[src/lru_symbol_to_code_map_core_assert.svh]
// Assertion macros shared by the map core RTL.
// LSTCM_ASSERT checks after reset; LSTCM_ASSERT_RST checks on every edge.
`ifndef LRU_SYMBOL_TO_CODE_MAP_CORE_ASSERT_SVH
`define LRU_SYMBOL_TO_CODE_MAP_CORE_ASSERT_SVH
`ifndef SYNTHESIS
`define LSTCM_ASSERT(lbl, prop, msg) \
    lbl: assert property (@(posedge clk) disable iff (!rst_n) prop) \
        else $error(msg);
`define LSTCM_ASSERT_RST(lbl, prop, msg) \
    lbl: assert property (@(posedge clk) prop) else $error(msg);
`else
`define LSTCM_ASSERT(lbl, prop, msg)
`define LSTCM_ASSERT_RST(lbl, prop, msg)
`endif
`endif

[src/lstcm_pkg.sv]
package lstcm_pkg;

    // Operation codes of a request
    localparam logic OP_LOOKUP = 1'b0;
    localparam logic OP_LOAD   = 1'b1;

    // A slot at or above this stamp is never evicted
    localparam logic [31:0] TIME_LIMIT = 32'hFFFF_FFFE;

    // Entries in the command queue between front and back
    localparam int QUEUE_DEPTH = 2;

    typedef struct packed {
        logic        operation;
        logic [31:0] key_symbol;
        logic [31:0] now_ms;
        logic [7:0]  slot_index;
        logic        slot_pinned;
    } req_item_t;

    typedef struct packed {
        logic [7:0] key_code;
        logic       hit;
        logic       remapped;
    } rsp_item_t;

    typedef enum logic [1:0] {
        CMD_LOOKUP,
        CMD_LOAD,
        CMD_LOAD_SKIP,
        CMD_NO_RANGE
    } cmd_kind_t;

    typedef struct packed {
        cmd_kind_t   kind;
        logic [31:0] symbol;
        logic [31:0] stamp;
        logic [7:0]  index;
        logic        pin;
    } cmd_t;

    typedef struct packed {
        logic full;
        logic empty;
    } fifo_stat_t;

    typedef struct packed {
        logic [31:0] symbol;
        logic [31:0] stamp;
        logic        pin;
    } slot_t;

    typedef enum logic [1:0] {
        ST_CLEAR,
        ST_IDLE,
        ST_SCAN,
        ST_FINISH
    } back_state_t;

endpackage

[src/lstcm_fifo.sv]
`include "lru_symbol_to_code_map_core_assert.svh"

module lstcm_fifo
    import lstcm_pkg::*;
(
    input  logic       clk,
    input  logic       rst_n,
    input  logic       push,
    input  cmd_t       push_cmd,
    input  logic       pop,
    output cmd_t       pop_cmd,
    output fifo_stat_t stat
);

    localparam int PW = (QUEUE_DEPTH > 1) ? $clog2(QUEUE_DEPTH) : 1;
    localparam int CW = $clog2(QUEUE_DEPTH + 1);
    localparam logic [PW-1:0] PTR_LAST = PW'(QUEUE_DEPTH - 1);

    cmd_t          slots_reg [QUEUE_DEPTH];
    logic [PW-1:0] wr_ptr_reg;
    logic [PW-1:0] wr_ptr_next;
    logic [PW-1:0] rd_ptr_reg;
    logic [PW-1:0] rd_ptr_next;
    logic [CW-1:0] count_reg;
    logic [CW-1:0] count_next;

    assign pop_cmd    = slots_reg[rd_ptr_reg];
    assign stat.full  = (count_reg == CW'(QUEUE_DEPTH));
    assign stat.empty = (count_reg == '0);

    // Advance pointers and count
    always_comb
    begin
        wr_ptr_next = wr_ptr_reg;
        rd_ptr_next = rd_ptr_reg;
        count_next  = count_reg;
        if (push)
        begin
            wr_ptr_next = (wr_ptr_reg == PTR_LAST) ? '0 : wr_ptr_reg + 1'b1;
        end
        if (pop)
        begin
            rd_ptr_next = (rd_ptr_reg == PTR_LAST) ? '0 : rd_ptr_reg + 1'b1;
        end
        case ({push, pop})
            2'b10:   count_next = count_reg + 1'b1;
            2'b01:   count_next = count_reg - 1'b1;
            default: count_next = count_reg;
        endcase
    end

    always_ff @(posedge clk or negedge rst_n)
    begin
        if (!rst_n)
        begin
            wr_ptr_reg <= '0;
            rd_ptr_reg <= '0;
            count_reg  <= '0;
        end
        else
        begin
            wr_ptr_reg <= wr_ptr_next;
            rd_ptr_reg <= rd_ptr_next;
            count_reg  <= count_next;
        end
    end

    always_ff @(posedge clk)
    begin
        if (push)
        begin
            slots_reg[wr_ptr_reg] <= push_cmd;
        end
    end

    `LSTCM_ASSERT(a_no_push_full, push |-> !stat.full, "queue push while full")
    `LSTCM_ASSERT(a_no_pop_empty, pop |-> !stat.empty, "queue pop while empty")
    `LSTCM_ASSERT_RST(a_count_bound, count_reg <= CW'(QUEUE_DEPTH), "queue count overflow")

endmodule

[config.mk]
export PLATFORM = sky130hd
export DESIGN_NAME = lstcm_fifo
export DESIGN_NICKNAME = d
export VERILOG_FILES = /design/src/lstcm_pkg.sv /design/src/lstcm_fifo.sv
export VERILOG_INCLUDE_DIRS = /design/src /design/src/src
export SDC_FILE = /design/constraint.sdc
export NUM_CORES = 1
export LEC_CHECK = 0
export ABC_AREA = 1
export ABC_CLOCK_PERIOD_IN_PS = 10050
export BUFFER_PORTS_ARGS = -buffer_cell sky130_fd_sc_hd__clkbuf_2
export CAP_MARGIN = 20
export CORE_AREA = 2 2 107 109
export CTS_BUF_LIST = sky130_fd_sc_hd__clkbuf_8 sky130_fd_sc_hd__clkbuf_16
export DETAILED_ROUTE_END_ITERATION = 16
export DIE_AREA = 0 0 109 111
export MAX_ROUTING_LAYER = met4
export PLACE_DENSITY = 0.87
export SKIP_CTS_REPAIR_TIMING = 1
export SLEW_MARGIN = 20
export SYNTH_ARGS = -nofsm -noshare
export SYNTH_HDL_FRONTEND = slang
export SYNTH_SLANG_ARGS = --single-unit
[constraint.sdc]
create_clock -name clk -period 10.05 [get_ports clk]
set_input_delay 0.5025 -clock clk [delete_from_list [all_inputs] [get_ports clk]]
set_output_delay 0.5025 -clock clk [all_outputs]
set_load 0.005 [all_outputs]
Word level (Yosys, flattened, before mapping)
Memory sizes are Yosys's and may differ from the RTL's.
Cells that the tools add are included.
{ "op_classes": {"n_addsub": 4, "eq_ne": 3, "n_mux": 5, "n_reduce_logical": 2} }
{ "ops": {"columns": ["operator", "count"], "rows": [
  ["2-bit equality test, second input constant", 2],
  ["1-bit two-way mux", 4],
  ["2-bit one-hot mux with 2 select lines", 1],
  ["1-bit adder, second input constant", 2],
  ["2-bit by 1-bit adder with 2-bit output, second input constant", 1],
  ["2-bit by 1-bit equality test with 1-bit output, second input constant", 1],
  ["2-bit zero test", 1],
  ["2-bit nonzero test", 1],
  ["2-bit by 1-bit subtractor with 2-bit output, second input constant", 1]
]} }
{ "totals": {"reg_bits": 4, "ram_bits": 150, "inputBits": 79, "output_inout_bits": 77, "wordCells": 18, "mem_count": 1} }
{ "memory_table": {"columns": ["name", "words", "width", "read_ports", "rd_ports_with_merged_regs", "write_ports", "line", "text"], "rows": [
  ["slots_reg", 2, 75, 1, 0, 1, "lstcm_fifo.sv:19", "cmd_t slots_reg [QUEUE_DEPTH];"]
]} }

Longest topological paths before layout
{ "logic_depth": {"depth_word": 2, "depth_mapped": 7, "ltp_nobuf": 7} }

Worst setup path after synthesis
No wires, ideal clock.
{ "synth_path": {"kind": "in2reg", "start": "input push", "end": "memory slots_reg[0][0] in the netlist's numbering, enable pin", "setup_ps": 511, "t_arrival_ps": 3706, "required_ps": 9539, "slack_ps": 5834, "path_stages": 2, "n_path_buf": 0, "cell_sequence": "inv_1 nor2_1"} }
{ "synth_via": {"elab_chain_cells": 2} }
{ "synth_rtl": {"columns": ["item", "line", "text"], "rows": [
  ["start: declaration", "lstcm_fifo.sv:8", "input logic push,"],
  ["1-bit two-way mux", "lstcm_fifo.sv:70", "if (push)"],
  ["1-bit two-way mux (not written as such)", "lstcm_fifo.sv:72", "slots_reg[wr_ptr_reg] <= push_cmd;"],
  ["end: declaration", "lstcm_fifo.sv:19", null]
]} }
Every way passes these cells.

==> qor.txt <==
Setup violators final - 0
Antenna Violating Nets Remaining - 0
Area contributors post-synth - edfxtp_1 78%, o21ai_0 6.5%, inv_1 5.3%
CP Data Required Time - 9.55 ns
Io pins - 156
Slowest stage cell, crit path - dfrtp_4
Nature of the critical path startpoint - register
Yosys top cell by area - edfxtp_1
CTS max path bufs - 2
Clk_skew - 0.00433 ns
Max-Cap Viols - 0
Antenna cells - 0
Placer congestion estimate - 0.771
Count of input and output buffers - 155
Outcome - finished, final reports clean
Net count after synthesis - 495
Delay-heaviest family, CP - flip-flops
Pre-CTS WS - 7.52 ns
Area Growth Syn to Fin - 23.8%
CTS sink cnt - 154
Area share of the largest cell type after synthesis - 77.8%
FF+latch count, synth - 154
Largest net degree at the start of global routing - 86
YS warnings - 0
Gate power share - 23.6%
Final core utilization - 64.7%
CTS tree - yes
RSZ-0062 raised after global routing - false
DR vias - 3,505
Least-Margin Pin Slew - 1.04 ns
Share of layout cells above drive strength 1 - 32.3%
Die Width - 109 um
Nets - 657
Cell-internal power - 0.00135 W
Min Hold Slack - 0.285 ns
Critical path arrival - 2.04 ns
Worst-path clk slew - 0.06 ns
Syn Inst Count - 415
WL final - 10.1 mm
Total global-route track usage - 17.6%
Worst Path Buf+Inv - 2
CP endpoint kind - output pin
Tmin final - 2.54 ns
Total congestion overflow - 0
Die ar. - 12,100 sq um
Post-synthesis cell area - 5790 sq um
Largest register FFs - 150
Leak - 3.11 nW
Fin. Hold Viols - 0
Switching portion of total power - 30.0%
Clock latency on the worst-skew pair - 0.40 ns
Setup ws final - 7.51 ns
Max Fclk - 393 MHz
Worst path cell trace - buf_12 > nand2_1 > o21ai_0 > clkbuf_2
Worst VDD drop - 0.160 mV
CTS H-tree lvls - 4
Residual DRC - 0
Max FO, Critical Path - 85
Starting DRT DRC Count - 162
PD cells - 268 nW/um^2
Row count - 39
Final TNS setup - 0 ns
Initial antenna violation count - 0
Die Y - 111 um
Rel. slew slack - 30.8%
Clk Tree Root Cell - clkbuf_16
TritonRoute pass-1 iters - 4
Register area share after synthesis - 79.5%
Syn Area/Cell - 14.0 sq um
Sw Pwr - 0.000577 W
Clock power frac - 28.0%
First-pass GRT wire length - 15.6 mm
Final period util - 25.3%
Drt wl/cell - 13.8 um
Register share of total power - 48.3%
Hold Crit Class - in2reg
Slew Limit Fails - 0
Delay of the slowest cell on the worst path - 0.89 ns
Vias in the first global route - 3,456
WS Path Type - reg2out
Synth cell types - 16
HPWL after detailed placement - 6.88 mm
Total CTS buffers - 17
Initial core utilization - 52.3%
Core area - 11,100 sq um
Average via count per standard cell - 4.79
[path summary, 6_finish.rpt]
check	start	to	slack, ns	depth (start not counted)
max	rd_ptr_reg$_DFFE_PN0P_	pop_cmd[64]	7.51	4
min	push_cmd[6]	slots_reg[1][6]$_DFFE_PP_	0.28	1
max reg2reg	wr_ptr_reg$_DFFE_PN0P_	slots_reg[0][71]$_DFFE_PP_	7.79	2
min reg2reg	count_reg[1]$_DFFE_PN0P_	count_reg[1]$_DFFE_PN0P_	0.50	2
max in group asynchronous	rst_n	rd_ptr_reg$_DFFE_PN0P_	9.46	2
min in group asynchronous	rst_n	count_reg[1]$_DFFE_PN0P_	0.44	2
[layout by cell type (no fill, tap or decap)]
cell type / n
buf_4: 2
clkbuf_2: 155
o21ai_0: 75
xnor2_1: 1
ha_1: 1
clkinv_4: 2
clkbuf_16: 17
nand3_1: 1
edfxtp_1: 150
nand4_1: 1
dfrtp_1: 3
clkinvlp_4: 5
nand2_1: 80
clkinv_2: 6
xor2_1: 2
nor2_1: 2
dfrtp_4: 1
inv_1: 82
nor2_4: 1
buf_12: 1
dlygate4sd3_1: 1
[per-stage QoR]
step | std cells | power (W) | instance area (sq um)
6_report | 732 | 0.00192 | 7170
5_1_grt | 732 | 0.00204 | 7170
4_1_cts | 731 | 0.00195 | 7160
3_5_place_dp | 700 | 0.00141 | 6650
3_3_place_gp | 699 | 0.00138 | 6630
2_1_floorplan | 415 | 0.00120 | 5790
[cells by family (layout without fill, tap and decap cells)]
family / Yosys count / count (layout) / share of synthesized area (%)
buf+inv: 97 / 271 / 7.76
flops: 154 / 154 / 79.5
compound gates: 75 / 75 / 6.48
simple gates: 85 / 85 / 5.57
fa+ha+maj: 1 / 1 / 0.216
xor+xnor: 3 / 3 / 0.454
[cell type report]
cell class | instances | area, sq um
sequential | 154 | 4610
tap | 143 | 179
fill | 804 | 3910
inverter | 81 | 305
multi-input combinational | 164 | 744
timing repair buffer | 159 | 821
clock inverter | 14 | 87.6
clock buffer | 17 | 425
[Yosys cell counts]
cell type / instances
nor2_1: 3
clkbuf_4: 1
nand2_1: 80
xor2_1: 2
ha_1: 1
nand4_1: 1
clkbuf_1: 6
xnor2_1: 1
buf_4: 1
edfxtp_1: 150
o21ai_0: 75
inv_1: 81
clkbuf_8: 7
buf_6: 1
dfrtp_1: 4
nand3_1: 1
[power groups by stage]
stage | logic [W] | registers, W | clock network, W
global placement | 0.000411 | 0.000965 | 0
finish | 0.000454 | 0.000930 | 0.000539
detailed placement | 0.000464 | 0.000945 | 0
floorplan | 0.000296 | 0.000903 | 0
global route | 0.000518 | 0.000945 | 0.000580
CTS | 0.000465 | 0.000932 | 0.000552
[worst reg2reg max path: cells and delay by family, from the launching register on]
family	cells	cell delay, ns
buffers and inverters	1	0.62
DFF	1	0.43
and+or+nand+nor	1	0.82
[routing by layer]
metal	global-route usage, %	vias to the layer above	routed length, um
met1	19.4	1643	4030
met4	7.78	0	182
met2	29.8	123	5360
met3	4.70	17	508
met5	-	-	0
li1	-	1722	-
Note: power is estimated with default switching activity, not from simulation.
