--- src/lru_symbol_to_code_map_core_assert.svh ---
// Assertion macros shared by the map core RTL.
// LSTCM_ASSERT checks after reset; LSTCM_ASSERT_RST checks on every edge.
`ifndef LRU_SYMBOL_TO_CODE_MAP_CORE_ASSERT_SVH
`define LRU_SYMBOL_TO_CODE_MAP_CORE_ASSERT_SVH
`ifndef SYNTHESIS
`define LSTCM_ASSERT(lbl, prop, msg) \
    lbl: assert property (@(posedge clk) disable iff (!rst_n) prop) \
        else $error(msg);
`define LSTCM_ASSERT_RST(lbl, prop, msg) \
    lbl: assert property (@(posedge clk) prop) else $error(msg);
`else
`define LSTCM_ASSERT(lbl, prop, msg)
`define LSTCM_ASSERT_RST(lbl, prop, msg)
`endif
`endif

--- src/lstcm_pkg.sv ---
package lstcm_pkg;

    // Operation codes of a request
    localparam logic OP_LOOKUP = 1'b0;
    localparam logic OP_LOAD   = 1'b1;

    // A slot at or above this stamp is never evicted
    localparam logic [31:0] TIME_LIMIT = 32'hFFFF_FFFE;

    // Entries in the command queue between front and back
    localparam int QUEUE_DEPTH = 2;

    typedef struct packed {
        logic        operation;
        logic [31:0] key_symbol;
        logic [31:0] now_ms;
        logic [7:0]  slot_index;
        logic        slot_pinned;
    } req_item_t;

    typedef struct packed {
        logic [7:0] key_code;
        logic       hit;
        logic       remapped;
    } rsp_item_t;

    typedef enum logic [1:0] {
        CMD_LOOKUP,
        CMD_LOAD,
        CMD_LOAD_SKIP,
        CMD_NO_RANGE
    } cmd_kind_t;

    typedef struct packed {
        cmd_kind_t   kind;
        logic [31:0] symbol;
        logic [31:0] stamp;
        logic [7:0]  index;
        logic        pin;
    } cmd_t;

    typedef struct packed {
        logic full;
        logic empty;
    } fifo_stat_t;

    typedef struct packed {
        logic [31:0] symbol;
        logic [31:0] stamp;
        logic        pin;
    } slot_t;

    typedef enum logic [1:0] {
        ST_CLEAR,
        ST_IDLE,
        ST_SCAN,
        ST_FINISH
    } back_state_t;

endpackage

--- src/lstcm_front.sv ---
module lstcm_front
    import lstcm_pkg::*;
#(
    parameter int TABLE_DEPTH = 256,
    parameter int MIN_CODE    = 8,
    parameter int MAX_CODE    = 255
)
(
    input  logic       clk,
    input  logic       rst_n,
    input  logic       req_valid,
    output logic       req_ready,
    input  req_item_t  req_item,
    input  logic       init_done,
    input  fifo_stat_t q_stat,
    output logic       q_push,
    output cmd_t       q_cmd
);

    localparam int SCAN_END    = (MAX_CODE < TABLE_DEPTH) ? MAX_CODE : TABLE_DEPTH;
    localparam bit RANGE_EMPTY = (MIN_CODE >= SCAN_END);

    logic cmd_valid_reg;
    logic cmd_valid_next;
    cmd_t cmd_reg;
    cmd_t cmd_next;
    logic accept;

    // Classify the incoming request
    always_comb
    begin
        cmd_next.symbol = req_item.key_symbol;
        cmd_next.index  = req_item.slot_index;
        cmd_next.pin    = req_item.slot_pinned;
        cmd_next.stamp  = req_item.now_ms;
        cmd_next.kind   = CMD_LOOKUP;
        unique case (req_item.operation)
            OP_LOAD:
            begin
                cmd_next.kind = (int'(req_item.slot_index) < TABLE_DEPTH) ?
                                CMD_LOAD : CMD_LOAD_SKIP;
                if (req_item.key_symbol == 32'd0)
                begin
                    cmd_next.stamp = 32'd0;
                end
            end
            OP_LOOKUP:
            begin
                cmd_next.kind = RANGE_EMPTY ? CMD_NO_RANGE : CMD_LOOKUP;
            end
            default:
            begin
                cmd_next.kind = CMD_LOOKUP;
            end
        endcase
    end

    // Hold one classified command until the queue takes it
    assign q_push    = cmd_valid_reg && !q_stat.full;
    assign req_ready = init_done && (!cmd_valid_reg || !q_stat.full);
    assign accept    = req_valid && req_ready;
    assign q_cmd     = cmd_reg;

    always_comb
    begin
        cmd_valid_next = cmd_valid_reg;
        if (accept)
        begin
            cmd_valid_next = 1'b1;
        end
        else if (q_push)
        begin
            cmd_valid_next = 1'b0;
        end
    end

    always_ff @(posedge clk or negedge rst_n)
    begin
        if (!rst_n)
        begin
            cmd_valid_reg <= 1'b0;
        end
        else
        begin
            cmd_valid_reg <= cmd_valid_next;
        end
    end

    always_ff @(posedge clk)
    begin
        if (accept)
        begin
            cmd_reg <= cmd_next;
        end
    end

endmodule

--- config.mk ---
export PLATFORM = sky130hd
export DESIGN_NAME = lstcm_front
export DESIGN_NICKNAME = d
export VERILOG_FILES = /design/src/lru_symbol_to_code_map_core_assert.svh /design/src/lstcm_pkg.sv /design/src/lstcm_front.sv
export SDC_FILE = /design/constraint.sdc
export NUM_CORES = 1
export LEC_CHECK = 0
export BUFFER_PORTS_ARGS = -buffer_cell sky130_fd_sc_hd__buf_2
export CAP_MARGIN = 20
export CORE_MARGIN = 2
export CORE_UTILIZATION = 47
export DETAILED_ROUTE_END_ITERATION = 16
export PLACE_DENSITY_LB_ADDON = 0.3
export SLEW_MARGIN = 5
export SYNTH_ARGS = -nofsm -noshare
export SYNTH_HDL_FRONTEND = slang
export SYNTH_SLANG_ARGS = --single-unit
--- constraint.sdc ---
create_clock -name clk -period 7.4 [get_ports clk]
set_clock_uncertainty 0.1 [all_clocks]
set_input_delay 0.37 -clock clk [delete_from_list [all_inputs] [get_ports clk]]
set_output_delay 0.37 -clock clk [all_outputs]
set_load 0.03 [all_outputs]
== Word-level counts from Yosys, hierarchy flattened ==
Index checks and enable logic that the tools add are counted.

* Mux-type cells: 5
* Bitwise logic cells: 1
* Reduce and logical (&&, ||, !) cells: 8

{| class="wikitable"
|+ Operators with widths
! kind !! number
|-
| two-way mux 32 bit || 2
|-
| logical NOT 32 bit || 1
|-
| one-hot mux 2 bit (2 select lines) || 1
|-
| logical AND 1 bit || 3
|-
| logical NOT 1 bit || 2
|-
| two-way mux 1 bit || 2
|-
| nonzero test 2 bit || 1
|-
| logical OR 1 bit || 1
|-
| NOT 1 bit || 1
|}

* Flip-flop bits (word level): 76
* Input port bits: 80
* Output and inout port bits: 77
* Word-level logic and storage cells: 20

== Depth between registers and ports, before layout ==
* Depth after elaboration: 5
* Depth in mapped cells: 5
* Depth with buffers taken out: 3

== Worst setup path before layout ==
Ideal clock, no wire load.

* Path kind: input -> register
* From: in init_done
* To: reg cmd_reg (netlist bit q_cmd[0]) (enable)
* Library setup time: 441 ps
* Arrival: 3009 ps
* Data required time: 6859 ps
* Setup slack: 3850 ps
* Stages on the path: 2
* Path buffers: 0
* Cells stage by stage: a21boi_0 > and2_1

* Cells in the longest elaborated chain, start to end: 2

{| class="wikitable"
|+ RTL lines
! what !! line !! RTL
|-
| from (decl) || lstcm_front.sv:14 || <nowiki>input logic init_done,</nowiki>
|-
| logical AND 1 bit || lstcm_front.sv:60 || <nowiki>assign req_ready = init_done && (!cmd_valid_reg || !q_stat.full);</nowiki>
|-
| logical AND 1 bit || lstcm_front.sv:61 || <nowiki>assign accept = req_valid && req_ready;</nowiki>
|-
| net accept || lstcm_front.sv:27 || <nowiki>logic accept;</nowiki>
|-
| to (signal assigned) || lstcm_front.sv:93 || <nowiki>cmd_reg <= cmd_next;</nowiki>
|-
| to (decl) || lstcm_front.sv:25 || <nowiki>cmd_t cmd_reg;</nowiki>
|}

The timed path passes the listed nets, and every way through them passes these cells.
A chain may end at the register's enable or synchronous reset.

==> impl_summary.md <==
Outcome
The run finished with clean final reports.

Drt
The count of nets left with antenna violations once routing finished came out at 0. In the final routed layout, each cell accounts on average for 14.4 µm. The detailed-route wire length is 5.74 mm. The starting DRC count in detailed routing is 154.

The detailed router placed 1932 vias in this run. The first detailed-routing pass ran for 4 iterations. The average via count per standard cell is 4.85. The number of remaining DRC errors is 0.

Placed design
The area of placed instances is 3550 µm². At the end of routability-driven placement, the weighted congestion stood at 0.711. Summed over all nets, the half-perimeter wirelength after detailed placement is 4.13 mm. The number of port buffers is 154.

Clocking
Clock tree synthesis found a total of 75 sinks. The maximum level of the CTS H-tree is 3. The root buffer cell is sky130_fd_sc_hd__clkbuf_8. The clock-pin transition on the worst setup and hold timing paths is 0.07 ns.

Buffers added to address setup during post-CTS repair amount to 0. TritonCTS built the clock tree. At the later pin of the worst-skew pair, clock insertion delay measures 0.33 ns. The clock passes through at most 2 buffers.

The total CTS buffers is 9.

Critical path
The critical path is of the input pin to register type. The type of element capturing the critical path is a register. The slowest cell on the critical path is sky130_fd_sc_hd__and4_1. Measured in cells, the most critical reg-to-reg path has a length of 2. The endpoint identified for the worst register-to-register timing path is q_cmd[56]$_DFFE_PP_. In this design, the largest share of critical-path delay is due to simple AND/OR/NAND/NOR gates.

The source of the worst register-to-register timing path is cmd_valid_reg$_DFFE_PN0P_. The delay of the slowest cell on the worst path is 0.99 ns. The count of buffer and inverter cells on the critical path is 1. The signal on the critical path passes through buf_2 -> nor4_1 -> and4_1 -> a31oi_1. The critical path data required time is 7.33 ns. The startpoint type of the worst setup path is an input pin. The worst setup slack for register-to-register paths is 5.46 ns. The arrival time of data at the critical path endpoint is 2.03 ns. Of all nets on the critical path, the largest fanout is 32.

STA
The routed design could run at a clock period as short as 2.11 ns. The count of final hold-check violations was 0. Derived from the worst setup path, the maximum achievable clock frequency is 0.475 GHz. Setup repair after global routing left no endpoint under its margin. Measured against its own limit, the worst slew margin works out to 0.254.

The fraction of the cycle the final worst path needs is 0.285. The setup TNS after final layout is 0 ns. For the pin with the worst max-slew slack, the measured transition is 1.12 ns.

The worst hold slack is 0.111 ns. The number of pins with negative max-slew slack in the final report is 0. Setup violations remaining at the end of the flow were counted as 0.

Die
The die is 80.8 µm wide. The row count is 27. In this run the standard cell core region covers 5610 µm². The starting density of the core is 0.494. Measured along the y axis, the die boundary spans 80.8 µm.

The die covers 6520 µm². The number of top-level pins is 157.

Synth
The share of the Yosys chip area taken by registers is 0.812. The number of distinct library cells after synthesis is 18. The biggest area consumer among synthesized cells is sky130_fd_sc_hd__edfxtp_1. The number of nets produced by synthesis is 247. After synthesis the cells add up to 2770 µm². The async set-reset flop share out of synthesis is 0.0133. Of the post-synthesis cell area, the dominant cell type holds 0.803. Ranked by total cell area, the synthesized netlist is headed by sky130_fd_sc_hd__edfxtp_1, sky130_fd_sc_hd__a31oi_1, sky130_fd_sc_hd__inv_1, sky130_fd_sc_hd__buf_4, sky130_fd_sc_hd__nor4_1.

The synthesized area per cell is 16.6 µm². The synthesized design contains 74 enable-type register cells. Yosys printed 0 warnings. In this run, synthesis produced a sequential element count of 75. The commonest cells after synthesis are sky130_fd_sc_hd__edfxtp_1, sky130_fd_sc_hd__a31oi_1, sky130_fd_sc_hd__inv_1. The most repeated cell in the gate-level netlist after synthesis is sky130_fd_sc_hd__edfxtp_1. In the synthesized netlist the dominant register cell turns out to be sky130_fd_sc_hd__edfxtp_1. The synthesized netlist cell count is 167.

Layout
The repair_antennas step left the layout with diodes totalling 0. The fraction of layout instances using a drive strength above 1 is 0.525. The final design instance area without fill is 3770 µm². The multi-input combinational cells in the finished layout cover a total of 318 µm². The flip-flop count of the largest register, all copies and words added is 74. From synthesis to final layout, the design area changed by 36.1%. The final layout net count is 402. The storage element area is 2250 µm².

The number of filler instances in the final layout is 429.

Global routing
The global-route wire length before repair is 8.54 mm. The number of antenna violations at the first check in global routing is 0. Across every metal layer, demand over resource in global routing totals 0.180. The via count of the first global-routing pass is 1872. The global-route congestion overflow total is 0. Entering global routing, the biggest net connects 76 pins.

Min path
The sink of the worst hold path is q_cmd[1]$_DFFE_PP_. The startpoint of the lowest-slack hold path is req_item[1]. The type of the tightest min-delay check is input pin to register. The number of instances on the worst hold path is 1.

Power
The power density normalized to cell area is 244 nW/µm². The peak ir drop on the vdd network is 0.133 mV. The analysis attributes to cell leakage a power of 1.67 nW.

Run
Across the run, the number of max-cap violations was 0.
-- report_power, final --
group | internal, W | switching, W
Sequential | 0.000490 | 0.00000415
Clock | 0.000186 | 0.000139
Combinational | 0.0000326 | 0.0000670
-- kinds of logic (layout without fill, tap and decap cells) --
family	after synthesis	after routing	share of synthesized area
DFF	75	75	0.812
buffers and inverters	44	203	0.0764
AOI/OAI and AO/OA	34	34	0.0777
and+or+nand+nor	13	13	0.0330
other	1	1	0.00135
-- metrics by stage --
stage | std cells | setup WS [ns] | power (W) | utilization
6_report | 398 | 5.29 | 0.000918 | 0.672
4_1_cts | 398 | 5.33 | 0.000926 | 0.672
2_1_floorplan | 167 | 3.85 | 0.000561 | -
3_5_place_dp | 382 | 4.96 | 0.000603 | 0.634
3_3_place_gp | 382 | 5.05 | 0.000601 | 0.634
5_1_grt | 398 | 5.22 | 0.000952 | 0.672
-- how the worst max path moves through the flow --
stage,from,to,slack (ns),depth (start not counted)
after floorplan,init_done,q_cmd[0]$_DFFE_PP_,3.85,2
after global placement,req_item[48],q_cmd[15]$_DFFE_PP_,5.05,4
after detailed placement,req_item[48],q_cmd[13]$_DFFE_PP_,4.96,4
after CTS,req_item[48],q_cmd[13]$_DFFE_PP_,5.33,4
after global routing,req_item[48],q_cmd[13]$_DFFE_PP_,5.22,4
final,req_item[48],q_cmd[13]$_DFFE_PP_,5.29,4
-- cells in the final DEF (no fill, tap or decap) --
master / count
sky130_fd_sc_hd__and2_4: 1
sky130_fd_sc_hd__clkinv_4: 1
sky130_fd_sc_hd__nor2b_1: 1
sky130_fd_sc_hd__nor2_1: 1
sky130_fd_sc_hd__a21boi_0: 1
sky130_fd_sc_hd__a31oi_1: 32
sky130_fd_sc_hd__buf_4: 1
sky130_fd_sc_hd__a21o_1: 1
sky130_fd_sc_hd__nor4_1: 6
sky130_fd_sc_hd__and4_1: 2
sky130_fd_sc_hd__conb_1: 1
sky130_fd_sc_hd__edfxtp_1: 74
sky130_fd_sc_hd__bufinv_16: 2
sky130_fd_sc_hd__nor3_2: 1
sky130_fd_sc_hd__buf_2: 154
sky130_fd_sc_hd__clkbuf_8: 9
sky130_fd_sc_hd__inv_1: 32
sky130_fd_sc_hd__nor4b_2: 1
sky130_fd_sc_hd__dlygate4sd3_1: 1
sky130_fd_sc_hd__clkinv_2: 1
sky130_fd_sc_hd__clkinv_1: 2
sky130_fd_sc_hd__dfrtp_1: 1
-- layout make-up --
| cell class | instances | area share |
|---|---|---|
| repair buffers | 156 | 0.209 |
| inverters | 32 | 0.0319 |
| multi-input cells | 48 | 0.0843 |
| well taps | 72 | 0.0239 |
| clock buffers | 9 | 0.0329 |
| clock inverters | 6 | 0.0216 |
| flip-flops and latches | 75 | 0.596 |
-- metal layers --
layer	part of all wire	vias up	track usage
li1	-	931	-
met1	0.39	884	0.210
met2	0.50	102	0.290
met3	0.087	15	0.0533
met4	0.030	0	0.122
met5	0	-	0
-- repair_timing --
item                                    CTS  global route
endpoints found under the setup margin    0             0
hold endpoints to repair                  1             0
hold buffers                              1             0
gates resized for setup                   0             0
Power figures use the tool's default switching activity.
